===== config.mk =====
export PLATFORM = sky130hd
export DESIGN_NAME = tetb_front_flat
export DESIGN_NICKNAME = d
export VERILOG_FILES = /design/src/rtl/core/tetb_pkg.sv /design/src/rtl/core/tetb_in_if.sv /design/src/rtl/core/tetb_front.sv /design/src/flat_wrapper.sv
export SDC_FILE = /design/constraint.sdc
export NUM_CORES = 1
export LEC_CHECK = 0
export ABC_AREA = 1
export BUFFER_PORTS_ARGS = -buffer_cell sky130_fd_sc_hd__clkbuf_2
export CAP_MARGIN = 40
export CORE_MARGIN = 2
export CORE_UTILIZATION = 45
export CTS_BUF_LIST = sky130_fd_sc_hd__clkbuf_8
export CTS_CLUSTER_DIAMETER = 100
export CTS_CLUSTER_SIZE = 12
export DETAILED_ROUTE_END_ITERATION = 16
export PLACE_DENSITY = 0.73
export SYNTH_ARGS = -nofsm -noshare
export SYNTH_HDL_FRONTEND = slang
export SYNTH_SLANG_ARGS = --single-unit

===== constraint.sdc =====
create_clock -name clk_i -period 2.07 [get_ports clk_i]
set_clock_uncertainty 0.2 [all_clocks]
set_input_delay 0.1035 -clock clk_i [delete_from_list [all_inputs] [get_ports clk_i]]
set_output_delay 0.1035 -clock clk_i [all_outputs]
set_load 0.05 [all_outputs]

===== src/rtl/core/tetb_pkg.sv =====
// Shared types and constants for the terminal escape text buffer.
// Depends on nothing; tetb_front, tetb_back and the top level import it.
`timescale 1ns / 1ps

package tetb_pkg;

  // Opcodes of an input word.
  localparam logic [1:0] OP_FEED     = 2'd0;
  localparam logic [1:0] OP_RD_CELL  = 2'd1;
  localparam logic [1:0] OP_RD_DIRTY = 2'd2;

  // Configuration register word indexes.
  localparam logic REG_TERMINAL_MODE = 1'b0;
  localparam int unsigned PADDR_W = 3;

  // Control and special characters.
  localparam logic [7:0] CH_BS    = 8'h08;
  localparam logic [7:0] CH_TAB   = 8'h09;
  localparam logic [7:0] CH_LF    = 8'h0A;
  localparam logic [7:0] CH_VT    = 8'h0B;
  localparam logic [7:0] CH_FF    = 8'h0C;
  localparam logic [7:0] CH_CR    = 8'h0D;
  localparam logic [7:0] CH_CAN   = 8'h18;
  localparam logic [7:0] CH_SUB   = 8'h1A;
  localparam logic [7:0] CH_ESC   = 8'h1B;
  localparam logic [7:0] CH_RS    = 8'h1E;
  localparam logic [7:0] CH_SPACE = 8'h20;
  localparam logic [7:0] CH_ZERO  = 8'h30;
  localparam logic [7:0] CH_SEMI  = 8'h3B;

  // Class of a queued word, decided by the front end.
  typedef enum logic [1:0] {
    K_FEED,
    K_RD_CELL,
    K_RD_DIRTY,
    K_NOP
  } kind_e;

  // One classified word waiting for the back end.
  typedef struct packed {
    kind_e      kind;
    logic [7:0] data_byte;
    logic [4:0] row;
    logic [6:0] col;
  } item_t;

endpackage


===== src/rtl/core/tetb_in_if.sv =====
// Input channel: opcode, fed byte and read address with valid/ready.
// Depends on nothing.
`timescale 1ns / 1ps

interface tetb_in_if;
  logic       valid;
  logic       ready;
  logic [1:0] opcode;
  logic [7:0] data_byte;
  logic [4:0] read_row;
  logic [6:0] read_col;

  modport source (output valid, opcode, data_byte, read_row, read_col, input ready);
  modport sink (input valid, opcode, data_byte, read_row, read_col, output ready);
endinterface


===== src/rtl/core/tetb_front.sv =====
// Front end: accepts input words, classifies them and queues them.
// Depends on tetb_pkg and tetb_in_if.
`timescale 1ns / 1ps

module tetb_front #(
  parameter int ROWS = 24,
  parameter int COLS = 80
) (
  input  logic           clk_i,
  input  logic           rst_ni,
  input  logic           busy_i,
  tetb_in_if.sink        in_i,
  output logic           q_valid_o,
  output tetb_pkg::item_t q_item_o,
  input  logic           q_pop_i
);
  import tetb_pkg::*;

  item_t      fifo_q [2];
  logic       wptr_q, rptr_q;
  logic [1:0] count_q;
  item_t      cls;
  logic       push;

  // Classify the word; out-of-range reads become no-ops.
  always_comb begin
    cls.data_byte = in_i.data_byte;
    cls.row       = in_i.read_row;
    cls.col       = in_i.read_col;
    case (in_i.opcode)
      OP_FEED:     cls.kind = K_FEED;
      OP_RD_CELL:  cls.kind = (32'(in_i.read_row) < ROWS && 32'(in_i.read_col) < COLS)
                              ? K_RD_CELL : K_NOP;
      OP_RD_DIRTY: cls.kind = (32'(in_i.read_row) < ROWS) ? K_RD_DIRTY : K_NOP;
      default:     cls.kind = K_NOP;
    endcase
  end

  assign in_i.ready = (count_q != 2'd2) && !busy_i;
  assign push       = in_i.valid && in_i.ready;
  assign q_valid_o  = (count_q != 2'd0);
  assign q_item_o   = fifo_q[rptr_q];

  // Two-entry queue storage.
  always_ff @(posedge clk_i) begin
    if (push) fifo_q[wptr_q] <= cls;
  end

  // Queue pointers.
  always_ff @(posedge clk_i or negedge rst_ni) begin
    if (!rst_ni) begin
      wptr_q  <= 1'b0;
      rptr_q  <= 1'b0;
      count_q <= 2'd0;
    end else begin
      if (push) wptr_q <= !wptr_q;
      if (q_pop_i) rptr_q <= !rptr_q;
      count_q <= count_q + 2'(push) - 2'(q_pop_i);
    end
  end

endmodule


===== src/flat_wrapper.sv =====
// flat-port wrapper written by rule: the top's interface ports become plain ports
module tetb_front_flat import tetb_pkg::*;
#(
  parameter int ROWS = 24,
  parameter int COLS = 80
)
  (clk_i, rst_ni, busy_i, q_valid_o, q_item_o, q_pop_i, in_i_valid, in_i_opcode, in_i_data_byte, in_i_read_row, in_i_read_col, in_i_ready);
  tetb_in_if in_i_i ();
  input  logic clk_i;
  input  logic rst_ni;
  input  logic busy_i;
  output logic q_valid_o;
  output tetb_pkg::item_t q_item_o;
  input  logic q_pop_i;
  input wire logic [$bits(in_i_i.valid)-1:0] in_i_valid;
  input wire logic [$bits(in_i_i.opcode)-1:0] in_i_opcode;
  input wire logic [$bits(in_i_i.data_byte)-1:0] in_i_data_byte;
  input wire logic [$bits(in_i_i.read_row)-1:0] in_i_read_row;
  input wire logic [$bits(in_i_i.read_col)-1:0] in_i_read_col;
  output wire logic [$bits(in_i_i.ready)-1:0] in_i_ready;
  assign in_i_i.valid = in_i_valid;
  assign in_i_i.opcode = in_i_opcode;
  assign in_i_i.data_byte = in_i_data_byte;
  assign in_i_i.read_row = in_i_read_row;
  assign in_i_i.read_col = in_i_read_col;
  assign in_i_ready = in_i_i.ready;
  tetb_front #(.ROWS(ROWS), .COLS(COLS)) u_core (.clk_i(clk_i), .rst_ni(rst_ni), .busy_i(busy_i), .in_i(in_i_i), .q_valid_o(q_valid_o), .q_item_o(q_item_o), .q_pop_i(q_pop_i));
endmodule

After elaboration in Yosys (flattened, before gate mapping)
Memories as Yosys holds them, arrays and structs flattened. Cells that the tools add are included.

Register bits: 4. Memory bits (writable): 44. Input port bits: 27. Output and inout port bits: 24. Word-level logic and storage cells: 24. Memories: 1.

$add $sub $neg: 2. Order comparisons: 2. Equal/unequal tests: 3. Muxes and demuxes: 5. Reduce and logical (&&, ||, !) cells: 8.

Memories: u_core.fifo_q (depth 2, width 22, read ports 1, clocked after Yosys merged registers in 0, write ports 1, RTL line tetb_front.sv:19) `item_t fifo_q [2];`.

Operator list (number): $lt A7 B7 Y1 const B (1); $pmux W2 S3 (1); $lt A5 B5 Y1 const B (1); $logic_and A1 B1 Y1 (3); $logic_not A1 Y1 (3); $mux W1 (3); $add A2 B1 Y2 (1); $eq A2 B1 Y1 const B (1); $eq A2 B2 Y1 const B (1); $logic_not A2 Y1 (1); $mux W2 (1); $ne A2 B2 Y1 const B (1); $reduce_bool A2 Y1 (1); $sub A2 B1 Y2 (1).

Logic depth before layout (Yosys ltp)
Gate-level depths: netlist of run 1.

Depth after elaboration: 5. Gate-level depth with buffers: 8. Depth with buffers taken out: 8.

Worst setup path after synthesis of run 1
Ideal clock, no wire load.

Kind: reg-to-reg. Start: register u_core.count_q[1]. End: memory u_core.fifo_q[1][0] (netlist name) (enable). Setup time: 401 ps. Arrival time: 1555 ps. Data required time: 1469 ps. Path slack: -86 ps. Stages on the path, launching flop included: 4. Buffers on the path: 0. Period minus slack after synthesis: 2156 ps. Path through: dfrtp_1 nand2_1 nand3_1 nor2_1.

Cells in the longest elaborated chain, start to end: 5.

Ends and longest elaborated chain: from (decl) (RTL line tetb_front.sv:21) `logic [1:0] count_q;`; from (signal assigned) (RTL line tetb_front.sv:58) `count_q <= count_q + 2'(push) - 2'(q_pop_i);`; $ne A2 B2 Y1 (RTL line tetb_front.sv:39) `assign in_i.ready = (count_q != 2'd2) && !busy_i;`; $logic_and A1 B1 Y1 (RTL line tetb_front.sv:39); $logic_and A1 B1 Y1 (RTL line tetb_front.sv:40) `assign push = in_i.valid && in_i.ready;`; $mux W1 (RTL line tetb_front.sv:46) `if (push) fifo_q[wptr_q] <= cls;`; $mux W1 (implied by the code) (RTL line tetb_front.sv:46); to (decl) (RTL line tetb_front.sv:19).

No other way between the ends.

==> reports/results.ini, run 1 <==
[timing]
tns_ps=0
timing.fmax_ghz=0.537
slew_headroom_pct=81.0
worst_slew_pin_slew_ps=287
fin_hold_ws_ps=54.1
setup_viol=0
hold_viol_final=0
fin_crit_ps=1860
period_share_pct=90.0
rsz0062_at_grt=false
drv_slew=0

[yosys]
ys_seq_area_share_pct=76.9
synth_nets=131
synth_warnings=0
avgSynthCellArea_um2=18.1
synthesis.area_mm2=0.00185
netlist_instances=102
ys_ff_latch=48
yosysUniqueCellTypes=16

[worst_setup_path]
path_cells=dlygate4sd3_1 > clkbuf_2 > o21ai_0 > nand2_1 > nand2_1 > nand2_1 > dlygate4sd3_1
critPathMaxFanout=3
endpoint_kind=register
required_ps=1910
worst_r2r_startpoint=u_core.count_q[1]$_DFF_PN0_
startpoint_type=primary input
path_common_cell=nand2_1
crit_slowest_cell=dlygate4sd3_1
crit_start=in_i_read_col[5]
r2r_slack_ps=490
critPathMaxStageDelay_ps=560
worstPathArrival_ps=1700
path_class=primary input to register

[routing]
drt-total-wl_um=3230
vias=1106
routed_via_density=4.61
antenna_left=0
drtIter0Drc=59
drc=0
wl_per_cell_um=13.5
first_pass_iters=4

[placed_design]
place_congestion=0.676
hpwl_um=2280
dpl.cell_count=205
placed_area_mm2=0.00219
io_buffers=50

[global_routing]
grt.overflow.total=0
grt_pass1_wl_um=5110
grt.total_usage_pct=15.5
grt_pass1_vias=1187
antenna_found_initial=0
grt_max_degree=19

[floorplanning]
dieArea_mm2=0.00464
ios=51
start_util_pct=46.6
fp.dieH_um=68.1
die_x_um=68.1
core-area_mm2=0.00397
num_rows=23

[layout]
drive_gt1_share_pct=44.7
antenna_cells=0
fin_cells=240
nNetsFinal=219
finish.instance_area_mm2=0.00255
syn_to_final_growth_pct=37.9
nFillCells=312

[min_path]
hp-class=primary input to register
hp-start=busy_i

[power]
power_density_mw_per_mm2=1240
total_leakage_power_uw=0.00104
peakVddDrop_uv=674
total_power_uw=3170

[clock_network]
cts-resized-gates=0
cts_buffer_depth=2
numCtsBuffers=5
cts_root_buf=clkbuf_8
clkTransAtPathRegs_ps=80
cts_tree=done
cts_sinks=48
htreeDepth=2
ctsHoldBuffers=28
clk_latency_ps=280
cts_setup_buffers=0

[run]
cap_violations=0

[outcome]
outcome=complete, no violations

synth_stat cells:
master | count | share of area (%)
o21bai_1 | 1 | 0.41
mux2_2 | 22 | 13
dfrtp_1 | 4 | 5.4
inv_1 | 8 | 1.6
nand4_1 | 1 | 0.34
edfxtp_1 | 44 | 71
nor2_1 | 1 | 0.20
buf_6 | 2 | 1.2
or2_2 | 1 | 0.34
nand2_1 | 10 | 2.0
a21oi_1 | 1 | 0.27
nand3_1 | 1 | 0.27
o21ai_0 | 1 | 0.27
xor2_1 | 2 | 0.95
ha_1 | 2 | 1.4
xnor2_1 | 1 | 0.47
registers in the layout, indices dropped and copies added (netlist names):
signal	count
u_core.fifo_q	44
u_core.rptr_q	1
u_core.wptr_q	1
u_core.count_q	2
cell type report:
class	instances	area [µm²]	share of cell area [%]
well taps	50	62.6	2.45
multi-input cells	44	378	14.8
flip-flops and latches	48	1420	55.7
clock buffers	5	68.8	2.70
inverters	8	30.0	1.18
clock inverters	2	8.76	0.343
repair buffers	83	581	22.8
critical path: cells and delay by family:
kind / cells / cell delay, ps
AOI/OAI and AO/OA: 1 / 190
buffers and inverters: 3 / 1230
and+or+nand+nor: 3 / 170
power breakdown:
group | switching (µW) | leakage, µW | internal [µW]
sequential | 46.6 | 0.000449 | 1220
clock | 271 | 0.0000452 | 225
combinational | 961 | 0.000549 | 445
total | 1280 | 0.00104 | 1890
metrics by stage:
step	util, %	worst slack [ps]
floorplan	-	264
global placement	55.2	552
detailed placement	55.2	474
CTS	64.2	214
global route	64.2	105
finish	64.2	208
cell families after synthesis:
kind of cell	share of synthesized area [%]
AND/OR/NAND/NOR	3.18
adder cells (fa/ha/maj)	1.35
flip-flops	76.9
buffers and inverters	2.84
multiplexers	13.4
AO/OA/AOI/OAI	0.947
XOR/XNOR	1.42
path summary, 6_finish.rpt:
check | to | cells after the start
setup / recovery | u_core.fifo_q[0][21]$_DFFE_PP_ | 7
hold / removal | u_core.wptr_q$_DFFE_PN0P_ | 5
setup reg to reg | u_core.fifo_q[0][9]$_DFFE_PP_ | 4
hold reg to reg | u_core.wptr_q$_DFFE_PN0P_ | 2
max in group asynchronous | u_core.rptr_q$_DFFE_PN0P_ | 3
min in group asynchronous | u_core.count_q[0]$_DFF_PN0_ | 3
metal layers:
layer	share of wire [%]	wire length, µm	GRT usage (%)	vias to the layer above
li1	-	-	-	548
met5	0	0	0	-
met1	41	1340	16.9	515
met3	6.2	200	2.96	5
met2	51	1660	29.0	38
met4	1.1	36	6.75	0
cell usage in the layout (no fill, tap or decap):
cell type      Yosys  routed
a21oi_1            1       1
buf_12             0       1
buf_4              0       4
clkbuf_2           0      50
clkbuf_8           0       5
clkinv_2           0       1
dfrtp_1            4       4
dlygate4sd3_1      0      28
edfxtp_1          44      44
ha_1               2       2
inv_1              8       9
mux2_2            22      22
nand2_1           10      10
nand3_1            1       1
nand4_1            1       1
nor2_2             0       1
o21ai_0            1       1
o21bai_1           1       1
or2_2              1       1
xnor2_1            1       1
xor2_1             2       2
(Power assumes the default switching activity.)
==> inputs of run 2 (changes only) <==
--- a/config.mk
+++ b/config.mk
@@ -5,9 +5,9 @@
 export SDC_FILE = /design/constraint.sdc
 export NUM_CORES = 1
 export LEC_CHECK = 0
-export ABC_AREA = 1
 export BUFFER_PORTS_ARGS = -buffer_cell sky130_fd_sc_hd__clkbuf_2
 export CAP_MARGIN = 40
+export CORE_ASPECT_RATIO = 0.6
 export CORE_MARGIN = 2
 export CORE_UTILIZATION = 45
 export CTS_BUF_LIST = sky130_fd_sc_hd__clkbuf_8
==> run 2 against run 1 <==
  * Sequential power grew 3%
  * Critical path type is now register to primary output
  * Flip-flop and latch count is the same
  * Combinational power shrank 4%
  * Critical endpoint is now q_item_o[3]
  * Setup slack lost 63 ps
  * Synthesized cell count shrank 8.8%
  * Area after synthesis shrank 1.2%
==> reports/results.ini, run 2 <==
[power]
total_leakage_power_uw=0.000990
power_density_mw_per_mm2=1270
peakVddDrop_uv=718

[floorplanning]
start_util_pct=48.3
die_x_um=86.3
core-area_mm2=0.00379
num_rows=17
fp.dieH_um=53.4
dieArea_mm2=0.00460
ios=51

[routing]
first_pass_iters=4
drc=0
drtIter0Drc=39
routed_via_density=4.79
vias=1078
antenna_left=0
wl_per_cell_um=14.0
drt-total-wl_um=3140

[global_routing]
grt.overflow.total=0
antenna_found_initial=0
grt.total_usage_pct=15.6
grt_pass1_wl_um=5150
grt_pass1_vias=1117
grt_max_degree=18

[worst_setup_path]
path_class=register to primary output
worst_r2r_startpoint=u_core.count_q[1]$_DFF_PN0_
reg2reg_depth=3
r2r_slack_ps=460
reg2reg_to=u_core.fifo_q[1][16]$_DFFE_PP_
critPathMaxFanout=17
startpoint_type=register
required_ps=1770
worstPathArrival_ps=1620
endpoint_kind=primary output

[layout]
nNetsFinal=206
drive_gt1_share_pct=47.8
finish.instance_area_mm2=0.00251
nFillCells=270
top_regs=u_core.fifo_q (44), u_core.count_q (2)
regMostFlops=u_core.fifo_q
final_common_cell=clkbuf_2
syn_to_final_growth_pct=37.1
layout_common_cells=clkbuf_2 (50), edfxtp_1 (44), dlygate4sd3_1 (25), mux2_2 (22), clkbuf_8 (5)
antenna_cells=0
largest_register_ffs=44

[yosys]
ys_ff_latch=48
synth_most_common_cell=edfxtp_1
synth_nets=122
synth_warnings=0
synth.top_cell.area_share_pct=72.3
synth-compound-area-share_pct=1.57
synth_xor_area_share_pct=1.92
yosysUniqueCellTypes=17
netlist_instances=93
avgSynthCellArea_um2=19.7
synth_simple_gate_area_share_pct=1.98
synth_mux_area_share_pct=13.6
synth_common_cells=edfxtp_1 (44), mux2_2 (22), dfrtp_1 (4)
synth_edf_count=44
ys_seq_area_share_pct=77.8
synth_largest_area_cell=edfxtp_1
synthAdderAreaFrac_pct=1.37
ys.flop_type=edfxtp_1
synth_top_family_by_area=multiplexers
async_reset_ff_share_pct=8.33
synthesis.area_mm2=0.00183
synth.area.top_cells=edfxtp_1 (72%), mux2_2 (14%), dfrtp_1 (5.5%)

[timing]
worst_slew_pin_slew_ps=361
rsz0062_at_grt=false
setup_slack_ps=145
tns_ps=0
hold_viol_final=0
setup_viol=0
slew_headroom_pct=75.9
drv_slew=0
period_share_pct=93.0
timing.fmax_ghz=0.519
fin_crit_ps=1920

[clock_network]
htreeDepth=2
cts_sinks=48
cts_buffer_depth=2
cts_tree=done
clkTransAtPathRegs_ps=80
numCtsBuffers=5
cts_root_buf=clkbuf_8
cts-resized-gates=0
clk_latency_ps=280

[placed_design]
placed_area_mm2=0.00217
hpwl_um=2210
dp_slack_ps=443
place_congestion=0.663
io_buffers=50

[min_path]
hp-class=primary input to register
whs_endpoint=u_core.wptr_q$_DFFE_PN0P_
worstHoldPathCells=4
hp-start=busy_i

[outcome]
outcome=complete, no violations

[run]
cap_violations=0

==> run 2: changes by cell type after synthesis, sizes merged, moves of 2 or more <==
cell and change:
inv -5, a21oi +2, xnor2 +2, nand2 -9
==> run 2: final cells by class <==
| type | instances | area [µm²] | share of cell area [%] |
|---|---|---|---|
| Inverter | 3 | 11.3 | 0.449 |
| Tap cell | 47 | 58.8 | 2.35 |
| Timing Repair Buffer | 79 | 556 | 22.2 |
| Clock buffer | 5 | 68.8 | 2.75 |
| Multi-Input combinational cell | 40 | 375 | 15.0 |
| Sequential cell | 48 | 1420 | 56.7 |
| Clock inverter | 3 | 15.0 | 0.599 |
==> run 2: worst max-delay path: stages, from the launching register on <==
cell and delay, ps:
dfrtp_1 540, buf_12 200, mux2_2 350, clkbuf_2 240
==> run 2: how the worst max path moves through the flow <==
stage | from | end | slack [ps] | cells after the start
floorplan | u_core.count_q[1]$_DFF_PN0_ | u_core.fifo_q[0][0]$_DFFE_PP_ | 310 | 3
global placement | u_core.rptr_q$_DFFE_PN0P_ | q_item_o[6] | 480 | 3
detailed placement | u_core.rptr_q$_DFFE_PN0P_ | q_item_o[3] | 440 | 3
CTS | u_core.rptr_q$_DFFE_PN0P_ | q_item_o[3] | 120 | 3
global route | u_core.rptr_q$_DFFE_PN0P_ | q_item_o[3] | 90 | 3
finish | u_core.rptr_q$_DFFE_PN0P_ | q_item_o[3] | 150 | 3
==> run 2: cell families after synthesis <==
| group | after synthesis |
|---|---|
| compound gates | 5 |
| xor+xnor | 4 |
| fa+ha+maj | 2 |
| simple gates | 7 |
| buf+inv | 5 |
| mux | 22 |
| flops | 48 |
==> run 2: layer usage <==
layer	wire (µm)	GRT usage [%]	part of all wire, %	up-vias
li1	-	-	-	522
met1	1400	18.6	45	508
met2	1500	27.1	48	44
met3	207	4.99	6.6	4
met4	30	5.47	0.95	0
met5	0	0	0	-
==> run 2: where the power goes <==
group | switching (µW) | leakage (µW) | internal [µW]
combinational | 908 | 0.000499 | 453
clock | 285 | 0.0000430 | 229
sequential | 81.4 | 0.000448 | 1220
==> run 2: repair_timing <==
action,4_1_cts,5_1_grt
buffers inserted,0,0
endpoints found under the setup margin,0,0
hold buffers,25,0
endpoints found under the hold margin,47,0
==> run 2: stage by stage <==
| step | total power, µW | hold slack (ps) | instances | util [%] |
|---|---|---|---|---|
| 2_1_floorplan | 2360 | -392 | 93 | - |
| 3_3_place_gp | 2630 | -283 | 192 | 57.4 |
| 3_5_place_dp | 2660 | -278 | 192 | 57.4 |
| 4_1_cts | 3210 | 5.09 | 225 | 66.2 |
| 5_1_grt | 3320 | 42.8 | 225 | 66.2 |
| 6_report | 3180 | 13.1 | 225 | 66.2 |
